### src/hw/rtl/wse_pkg.sv
// ----------------------------------------------------------------------------
// WS2812 SPI encoder package
// Shared constants, register indexes, command codes and the channel scaling function.
// ----------------------------------------------------------------------------
package wse_pkg;

	localparam int RESET_BYTES_DEF = 7;
	localparam int PIXEL_BYTES     = 24;
	localparam int MAX_RESULTS     = 24;
	localparam int CNT_W           = $clog2(MAX_RESULTS);

	localparam logic [7:0] BRIGHTNESS_RST = 8'd255;
	localparam logic [7:0] ONE_CODE_RST   = 8'd248;
	localparam logic [7:0] ZERO_CODE_RST  = 8'd192;
	localparam logic [7:0] RESET_CODE_RST = 8'd0;

	typedef enum logic [1:0] {
		REG_BRIGHTNESS = 2'd0,
		REG_ONE_CODE   = 2'd1,
		REG_ZERO_CODE  = 2'd2,
		REG_RESET_CODE = 2'd3
	} reg_idx_t;

	typedef enum logic {
		CMD_PIXEL = 1'b0,
		CMD_RESET = 1'b1
	} cmd_t;

	function automatic logic [7:0] scale_chan(input logic [7:0] gain, input logic [7:0] chan);
		logic [15:0] prod;
		prod = ({8'd0, gain} * {8'd0, chan}) + 16'd1;
		return prod[15:8];
	endfunction

endpackage

### src/hw/rtl/ws2812_spi_pixel_encoder.sv
// ----------------------------------------------------------------------------
// WS2812 SPI pixel encoder
// Scales one RGB pixel by the brightness register and expands every data bit
// into one SPI byte, or emits the latch reset gap on request.
// ----------------------------------------------------------------------------
//  Channel    | Handshake                | Payload
//  -----------+--------------------------+------------------------------------
//  pixel      | pixel_valid, pixel_stall | command, red, green, blue
//  spi        | spi_valid, spi_stall     | spi_byte, last
//  config     | cfg_write                | cfg_index, cfg_data
//
// A pixel gives 24 bytes and a reset request gives RESET_BYTES bytes (capped at
// 24), one byte per cycle from the output register while spi_stall stays low.
// The byte serializer sets the rate.
// An item waits in the input register while the previous one is serialized.
// A stall on the spi side holds the output byte and backs up to pixel_stall.
// Reset clears all valid state and loads the register defaults.
// ----------------------------------------------------------------------------
module ws2812_spi_pixel_encoder #(
	parameter int RESET_BYTES = wse_pkg::RESET_BYTES_DEF
) (
	input  logic       clk,
	input  logic       arst_n,
	input  logic       cfg_write,
	input  logic [1:0] cfg_index,
	input  logic [7:0] cfg_data,
	input  logic       pixel_valid,
	output logic       pixel_stall,
	input  logic       command,
	input  logic [7:0] red,
	input  logic [7:0] green,
	input  logic [7:0] blue,
	output logic       spi_valid,
	input  logic       spi_stall,
	output logic [7:0] spi_byte,
	output logic       last
);
	import wse_pkg::*;

	localparam int RESET_LEN = (RESET_BYTES > MAX_RESULTS) ? MAX_RESULTS :
	                           ((RESET_BYTES < 1) ? 1 : RESET_BYTES);
	localparam logic [CNT_W-1:0] PIX_LAST = CNT_W'(PIXEL_BYTES - 1);
	localparam logic [CNT_W-1:0] RST_LAST = CNT_W'(RESET_LEN - 1);

	logic [7:0] brightness_q;
	logic [7:0] one_code_q;
	logic [7:0] zero_code_q;
	logic [7:0] reset_code_q;

	logic       valid_s1;
	cmd_t       cmd_s1;
	logic [7:0] red_s1;
	logic [7:0] green_s1;
	logic [7:0] blue_s1;

	logic             busy_q;
	cmd_t             cmd_q;
	logic [CNT_W-1:0] cnt_q;
	logic [PIXEL_BYTES-1:0] bits_q;

	logic       out_valid_q;
	logic [7:0] spi_byte_q;
	logic       last_q;

	logic out_adv;
	logic emit;
	logic ser_last;
	logic load;
	logic take_in;
	logic [PIXEL_BYTES-1:0] scaled;

	assign out_adv  = !out_valid_q || !spi_stall;
	assign emit     = busy_q && out_adv;
	assign ser_last = (cnt_q == ((cmd_q == CMD_RESET) ? RST_LAST : PIX_LAST));
	assign load     = valid_s1 && (!busy_q || (emit && ser_last));
	assign pixel_stall = valid_s1 && !load;
	assign take_in  = pixel_valid && !pixel_stall;

	assign scaled = {scale_chan(brightness_q, green_s1),
	                 scale_chan(brightness_q, red_s1),
	                 scale_chan(brightness_q, blue_s1)};

	always_ff @(posedge clk or negedge arst_n) begin
		if (!arst_n) begin
			brightness_q <= BRIGHTNESS_RST;
			one_code_q   <= ONE_CODE_RST;
			zero_code_q  <= ZERO_CODE_RST;
			reset_code_q <= RESET_CODE_RST;
		end else if (cfg_write) begin
			unique case (reg_idx_t'(cfg_index))
				REG_BRIGHTNESS: brightness_q <= cfg_data;
				REG_ONE_CODE:   one_code_q   <= cfg_data;
				REG_ZERO_CODE:  zero_code_q  <= cfg_data;
				REG_RESET_CODE: reset_code_q <= cfg_data;
				default: ;
			endcase
		end
	end

	always_ff @(posedge clk or negedge arst_n) begin
		if (!arst_n) begin
			valid_s1    <= 1'b0;
			busy_q      <= 1'b0;
			cnt_q       <= '0;
			out_valid_q <= 1'b0;
		end else begin
			if (take_in) begin
				valid_s1 <= 1'b1;
			end else if (load) begin
				valid_s1 <= 1'b0;
			end
			if (out_adv) begin
				out_valid_q <= busy_q;
			end
			if (load) begin
				busy_q <= 1'b1;
				cnt_q  <= '0;
			end else if (emit) begin
				cnt_q <= cnt_q + 1'b1;
				if (ser_last) begin
					busy_q <= 1'b0;
				end
			end
		end
	end

	always_ff @(posedge clk) begin
		if (take_in) begin
			cmd_s1   <= cmd_t'(command);
			red_s1   <= red;
			green_s1 <= green;
			blue_s1  <= blue;
		end
		if (emit) begin
			spi_byte_q <= (cmd_q == CMD_RESET) ? reset_code_q :
			              (bits_q[PIXEL_BYTES-1] ? one_code_q : zero_code_q);
			last_q     <= ser_last;
		end
		if (load) begin
			cmd_q  <= cmd_s1;
			bits_q <= scaled;
		end else if (emit) begin
			bits_q <= {bits_q[PIXEL_BYTES-2:0], 1'b0};
		end
	end

	assign spi_valid = out_valid_q;
	assign spi_byte  = spi_byte_q;
	assign last      = last_q;

endmodule

### config.mk
export PLATFORM = sky130hd
export DESIGN_NAME = ws2812_spi_pixel_encoder
export DESIGN_NICKNAME = d
export VERILOG_FILES = /design/src/hw/rtl/wse_pkg.sv /design/src/hw/rtl/ws2812_spi_pixel_encoder.sv
export SDC_FILE = /design/constraint.sdc
export NUM_CORES = 1
export LEC_CHECK = 0
export ABC_CLOCK_PERIOD_IN_PS = 8180
export CELL_PAD_IN_SITES_DETAIL_PLACEMENT = 0
export CELL_PAD_IN_SITES_GLOBAL_PLACEMENT = 1
export CORE_MARGIN = 5
export CORE_UTILIZATION = 35
export CTS_CLUSTER_SIZE = 10
export DETAILED_ROUTE_END_ITERATION = 7
export DONT_BUFFER_PORTS = 1
export GPL_ROUTABILITY_DRIVEN = 0
export GPL_TIMING_DRIVEN = 1
export PLACE_DENSITY_LB_ADDON = 0.1
export SLEW_MARGIN = 20
export SYNTH_ARGS = -nofsm -noshare
export SYNTH_HDL_FRONTEND = slang
export SYNTH_SLANG_ARGS = --single-unit
### constraint.sdc
create_clock -name clk -period 8.18 [get_ports clk]
set_input_delay 0.409 -clock clk [delete_from_list [all_inputs] [get_ports clk]]
set_output_delay 0.409 -clock clk [all_outputs]
set_load 0.01 [all_outputs]
==> results of run 1 <==
[report_power, final]
group          switching, uW  internal [uW]  total (uW)
logic                   1090            902        1990
clock network            242            226         468
registers                102            614         716
total                   1440           1740        3180
[registers in the layout, summed over array words and instances (netlist names), 5 cells and up]
| signal | flops |
|---|---|
| zero_code_q | 8 |
| blue_s1 | 8 |
| one_code_q | 8 |
| bits_q | 24 |
| reset_code_q | 8 |
| cnt_q | 5 |
| red_s1 | 8 |
| green_s1 | 8 |
| brightness_q | 8 |
| spi_byte | 8 |
[worst paths after layout]
check	end	cells past startpoint
min reg2reg	cmd_q$_DFFE_PP_	0
min in group asynchronous	reset_code_q[6]$_DFFE_PN0P_	2
max	bits_q[20]$_DFFE_PP_	15
max reg2reg	bits_q[20]$_DFFE_PP_	15
min	red_s1[6]$_DFFE_PP_	0
max in group asynchronous	brightness_q[5]$_DFFE_PN1P_	2
[cell usage after synthesis, types with 6 or more instances]
cell        n  area [um2]
mux2_2     34         383
nand2_1    84         315
fa_1      105        2100
a21o_1      7        52.6
o21ai_0    33         165
dfrtp_1    25         626
edfxtp_1   59        1770
nor2_1     12        45.0
xor2_1     10        87.6
clkbuf_1   20        75.1
ha_1      109        1360
mux2i_1    10         100
nand3_1     6        30.0
nand4_1     7        43.8
xnor2_1    12         105
and2_1    154         963
inv_1     139         522
dfstp_2    15         394
a21oi_1    17        85.1
[layout make-up]
| type | count | area [um2] |
|---|---|---|
| fillers | 2786 | 17200 |
| multi-input cells | 667 | 6390 |
| diodes | 1 | 2.50 |
| clock inverters | 6 | 65.1 |
| inverters | 140 | 526 |
| repair buffers | 6 | 60.1 |
| clock buffers | 10 | 239 |
| well taps | 378 | 473 |
| flip-flops and latches | 99 | 2790 |
[kinds of logic after synthesis]
kind of cell / share of synthesized area
simple gates: 0.162
fa+ha+maj: 0.354
buf+inv: 0.0636
flops: 0.285
compound gates: 0.0666
mux: 0.0493
xor+xnor: 0.0197
[through the flow]
step / worst slack [ns] / power [uW]
2_1_floorplan: 3.38 / 2300
3_3_place_gp: 3.18 / 2750
3_5_place_dp: 3.13 / 2740
4_1_cts: 3.11 / 3250
5_1_grt: 2.84 / 3590
6_report: 3.17 / 3180
[what timing repair did]
action                    4_1_cts  5_1_grt
resized for setup               0        0
hold endpoints to repair       40        0
hold buffers                    2        0
[worst reg2reg max path: cells and delay by family, from the launching register on]
| kind | cells | cell delay (ns) |
|---|---|---|
| and+or+nand+nor | 4 | 0.94 |
| buffers and inverters | 3 | 0.14 |
| AOI/OAI and AO/OA | 3 | 0.54 |
| adders and majority gates | 5 | 2.33 |
| DFF | 1 | 0.82 |
[layer usage]
layer | GRT usage | vias up
met5 | 0 | -
met4 | 0.0325 | 2
met3 | 0.0260 | 16
met2 | 0.252 | 64
met1 | 0.205 | 3160
li1 | - | 3023
==> key figures, run 1 <==
Setup path
  • CP Max Fanout: 25
  • RR Startpoint: brightness_q[5]$_DFFE_PN1P_
  • Worst EP required: 8.29 ns
  • Startpoint Class: flop
  • CP Launch Point: brightness_q[5]$_DFFE_PN1P_
  • CP cell instances: nand2_1 > fa_1 > fa_1 > inv_1 > fa_1 > inv_1 > fa_1 > inv_1 > ha_1 > a21o_1 > and2_4 > or4_4 > o211a_1 > nor3_1 > o31ai_2
  • CP peak stage delay: 0.82 ns
  • Worst Path Buf+Inv: 3
  • Top delay family on crit path: adder cells
  • Crit. End Element: flop
  • CP most frequent cell: fa_1
  • Worst path slowest cell: dfstp_2
  • Kind of critical path: flop to flop
  • Crit path arrival time: 5.12 ns
  • R2R Setup Slk: 3.17 ns

Cells and area
  • Post-Layout Cell Count: 1307
  • NumNets Final: 1177
  • Post-route cell area: 10600 um2
  • Commonest cells after routing, fill and taps aside: and2_1 (154), inv_1 (139), ha_1 (109)
  • Most common cell after layout, fill and taps aside: and2_1
  • Final core occ: 0.381
  • Share of post-route cells with drive strength above 1: 0.0862
  • Layout area overhead: 7.65%

Detailed routing
  • DRT iter0 DRCs: 237
  • M1 WL: 10500 um
  • Remaining antenna violation count: 0
  • Top Layer Used: met5
  • DR DRC count: 0
  • Via density: 4.79
  • Initial DRT Pass Iterations: 4
  • Vias: 6265
  • WL met2: 10500 um
  • Total Routed Length: 22100 um
  • Met3 routed WL: 772 um
  • WL per Instance: 16.9 um

Yosys
  • Seq/Total Area, Yosys: 0.285
  • Mapped Nets: 1184
  • Post-synth top flop: edfxtp_1
  • Post-synth EDFFs: 59
  • YS warnings: 0
  • Mapped Cells: 930
  • Post-synth ARST share: 0.404
  • Cell Area, Synth: 9800 um2
  • Synth Register Bits: 99
  • Syn Area/Cell: 10.5 um2
  • Synth cell types: 59

Placement
  • Dpl hpwl: 16400 um
  • I/O Buffers: 0
  • Placed Area: 10200 um2
  • Dpl cells: 1288

Power and ir drop
  • Peak supply drop: 0.109 mV
  • Leakage power: 0.00496 uW
  • Power Dens Cells: 301 nW/um2

Clock network
  • CTS Buf Count: 9
  • Post-CTS setup buffer count: 0
  • Clock Latency Late Sink: 0.37 ns
  • Clock root buffer: clkbuf_16
  • CTS tree: yes
  • Max Root-Sink Buffers: 2
  • H-tree levels: 3
  • Clock-pin slew on the worst setup and hold paths: 0.09 ns
  • CTS sink cnt: 99

Floorplanning
  • CORE AREA: 27700 um2
  • Die X: 177 um
  • Die Y: 177 um
  • Die area: 31500 um2
  • Initial Util: 0.354
  • Rows: 61
  • Ports: 51

Timing
  • RSZ-0062 raised after global routing: no
  • Slew HR: 0.492
  • Setup TNS: 0 ns
  • Clock Skew: 0.0123 ns
  • Fin. Hold Viols: 0
  • Pins over their slew limit: 0
  • Fmax: 199 MHz
  • Post-route clock period utilization: 0.613
  • Fin Hold WS: 0.131 ns
  • Minimum clock period: 5.01 ns
  • Actual slew at the worst max-slew pin: 0.759 ns
  • Final Setup Violations: 0

Job
  • Max Cap Violations: 0

Global routing
  • Gr usage total: 0.150
  • Grt total ovfl: 0
  • Initial antenna violation count: 1
  • First-pass GRT wire length: 37200 um
  • Number of global-route vias before repair: 6953
  • Largest net degree at the start of global routing: 49

Worst hold path
  • Worst hold start: red[6]
  • HP Class: primary input to flop

Run status
  • Status: completed
(Power assumes the default switching activity.)
==> run 2: changes to the inputs <==
--- a/config.mk
+++ b/config.mk
@@ -5,7 +5,7 @@
 export SDC_FILE = /design/constraint.sdc
 export NUM_CORES = 1
 export LEC_CHECK = 0
-export ABC_CLOCK_PERIOD_IN_PS = 8180
+export ABC_CLOCK_PERIOD_IN_PS = 4600
 export CELL_PAD_IN_SITES_DETAIL_PLACEMENT = 0
 export CELL_PAD_IN_SITES_GLOBAL_PLACEMENT = 1
 export CORE_MARGIN = 5
==> constraint.sdc (replaced) <==
create_clock -name clk -period 4.6 [get_ports clk]
set_input_delay 0.23 -clock clk [delete_from_list [all_inputs] [get_ports clk]]
set_output_delay 0.23 -clock clk [all_outputs]
set_load 0.01 [all_outputs]
==> key figures, run 2 (synthesis results as in run 1) <==
Run status
  • Status: complete, but fails checks (was completed)
  • Failing checks: negative setup slack

Detailed routing
  • DR DRC count: 0 (unchanged)
  • DRT iter0 DRCs: 206 (was 237)
  • Via density: 4.64 (was 4.79)
  • WL per Instance: 15.5 um (was 16.9 um)
  • Initial DRT Pass Iterations: 4 (unchanged)
  • Vias: 6601 (was 6265)
  • Remaining antenna violation count: 0 (unchanged)
  • Total Routed Length: 22000 um (was 22100 um)

Clock network
  • Clock-pin slew on the worst setup and hold paths: 0.09 ns (about the same)
  • Max Root-Sink Buffers: 2 (unchanged)
  • Clock root buffer: clkbuf_16 (unchanged)
  • H-tree levels: 3 (unchanged)
  • CTS Buf Count: 9 (unchanged)
  • CTS sink cnt: 99 (unchanged)
  • Clock Latency Late Sink: 0.36 ns (was 0.37 ns)
  • CTS tree: yes (unchanged)

Worst hold path
  • Hold path cells: 1 (was 0)
  • HP Class: primary input to flop (unchanged)

Timing
  • RSZ-0062 raised after global routing: yes (was no)
  • Final Setup Violations: 2 (was 0)
  • Fin. Hold Viols: 0 (unchanged)
  • Post-route clock period utilization: 1.01 (was 0.613)
  • Minimum clock period: 4.64 ns (was 5.01 ns)
  • Pins over their slew limit: 0 (unchanged)
  • Clock Skew: 0.0203 ns (was 0.0123 ns)
  • Fmax: 215 MHz (was 199 MHz)
  • Actual slew at the worst max-slew pin: 0.859 ns (was 0.759 ns)
  • Setup ws final: -0.0450 ns (was 3.17 ns)
  • Slew HR: 0.425 (was 0.492)
  • Setup TNS: -0.0835 ns (was 0 ns)

Cells and area
  • Post-Layout Cell Count: 1422 (was 1307)
  • Most common cell after layout, fill and taps aside: and2_1 (unchanged)
  • Commonest cells after routing, fill and taps aside: and2_1 (145), inv_1 (133), ha_1 (101) (was and2_1 (154), inv_1 (139), ha_1 (109))
  • Post-route cell area: 11900 um2 (was 10600 um2)
  • Reg with most FFs: bits_q (unchanged)
  • NumNets Final: 1293 (was 1177)
  • Antenna diodes: 0 (was 1)
  • Layout area overhead: 20.9% (was 7.65%)
  • Max reg flops: 24 (unchanged)
  • Share of post-route cells with drive strength above 1: 0.215 (was 0.0862)

Power and ir drop
  • Power Dens Cells: 578 nW/um2 (was 301 nW/um2)
  • Leakage power: 0.00554 uW (was 0.00496 uW)
  • Peak supply drop: 0.333 mV (was 0.109 mV)

Setup path
  • Critical register-to-register path endpoint: bits_q[20]$_DFFE_PP_ (unchanged)
  • Worst EP required: 4.79 ns (was 8.29 ns)
  • Crit. End Element: flop (unchanged)
  • Startpoint Class: flop (unchanged)
  • R2R Setup Slk: -0.04 ns (was 3.17 ns)
  • RR Startpoint: brightness_q[3]$_DFFE_PN1P_ (was brightness_q[5]$_DFFE_PN1P_)
  • CP Launch Point: brightness_q[3]$_DFFE_PN1P_ (was brightness_q[5]$_DFFE_PN1P_)
  • Kind of critical path: flop to flop (unchanged)
  • Worst setup path endpoint: bits_q[20]$_DFFE_PP_ (unchanged)
  • Worst reg2reg path depth: 15 (unchanged)
  • CP Max Fanout: 5 (was 25)
  • Crit path arrival time: 4.83 ns (was 5.12 ns)

Global routing
  • Number of global-route vias before repair: 7120 (was 6953)
  • Grt total ovfl: 0 (unchanged)
  • Gr usage total: 0.148 (was 0.150)
  • Largest net degree at the start of global routing: 41 (was 49)
  • Initial antenna violation count: 0 (was 1)
  • First-pass GRT wire length: 37200 um (about the same)

Floorplanning
  • Ports: 51 (unchanged)
  • Die Y: 177 um (unchanged)
  • Initial Util: 0.354 (unchanged)
  • Die area: 31500 um2 (unchanged)
  • Rows: 61 (unchanged)
  • Die X: 177 um (unchanged)
  • CORE AREA: 27700 um2 (unchanged)

Placement
  • I/O Buffers: 0 (unchanged)
  • Dpl hpwl: 17500 um (was 16400 um)
  • Placed Area: 10800 um2 (was 10200 um2)
  • Dpl cells: 1360 (was 1288)

Job
  • Max Cap Violations: 0 (unchanged)
[run 2: changes by cell type in the layout (fill, tap and decap cells not counted), moves of 8 or more]
cell           change
and2_1             -9
and2_4             +9
buf_4             +81
dlygate4sd3_1     +26
ha_1               -8
ha_4               +8
o21ai_0           -13
o21ai_1           +11
[run 2: area by class of cell]
type                    instances  area, um2
clock buffers                   9        225
clock inverters                 7       70.1
fillers                      2744      15900
inverters                     140        526
multi-input cells             667       6700
flip-flops and latches         99       2790
well taps                     378        473
repair buffers                122       1070
[run 2: stage by stage]
stage	power [uW]	hold slack [ns]	utilization	setup WS, ns
after global placement	5480	-0.0642	0.390	-0.105
after detailed placement	5450	-0.0643	0.390	-0.143
after global routing	7610	0.00210	0.428	-0.179
after CTS	6400	0.00174	0.413	-0.0915
final	6860	0.0124	0.428	-0.0450
after floorplan	4140	-0.0656	-	0.00611
[run 2: where the power goes]
| group | switching (uW) | internal (uW) |
|---|---|---|
| clock network | 396 | 385 |
| registers | 98.6 | 1090 |
| logic | 2460 | 2430 |
| total | 2950 | 3900 |
[run 2: worst min path at each step]
| stage | from | endpoint | slack [ns] |
|---|---|---|---|
| 2_1_floorplan | arst_n | busy_q$_DFFE_PN0P_ | -0.07 |
| 3_3_place_gp | arst_n | reset_code_q[6]$_DFFE_PN0P_ | -0.06 |
| 3_5_place_dp | arst_n | reset_code_q[6]$_DFFE_PN0P_ | -0.06 |
| 4_1_cts | cfg_data[7] | reset_code_q[7]$_DFFE_PN0P_ | 0.002 |
| 5_1_grt | cfg_data[7] | zero_code_q[7]$_DFFE_PN1P_ | 0.002 |
| 6_report | cfg_data[7] | reset_code_q[7]$_DFFE_PN0P_ | 0.01 |
[run 2: what timing repair did]
action                                  in CTS  in global routing
pin swaps                                    7                 43
resized for setup                           11                 70
endpoints found under the setup margin      14                 19
setup buffers                                5                 14
hold buffers                                28                  0
endpoints found under the hold margin       66                  0
[run 2: critical path, stage by stage, from the launching register on]
cell     delay (ns)
dfstp_2        0.63
nand2_2        0.08
fa_1           0.51
fa_1           0.56
inv_2          0.04
fa_1           0.47
inv_1          0.04
fa_1           0.49
inv_2          0.05
ha_4           0.20
a21o_1         0.17
and2_4         0.16
or4_4          0.47
o211a_4        0.27
o21a_1         0.17
o31ai_2        0.16
[run 2: metal layers]
metal  global-route usage  vias to the layer above  part of all wire
met5                    0                        -                 0
met2                0.244                       59              0.48
li1                     -                     3261                 -
met1                0.211                     3269              0.49
met4               0.0258                        0            0.0071
met3               0.0219                       12             0.025
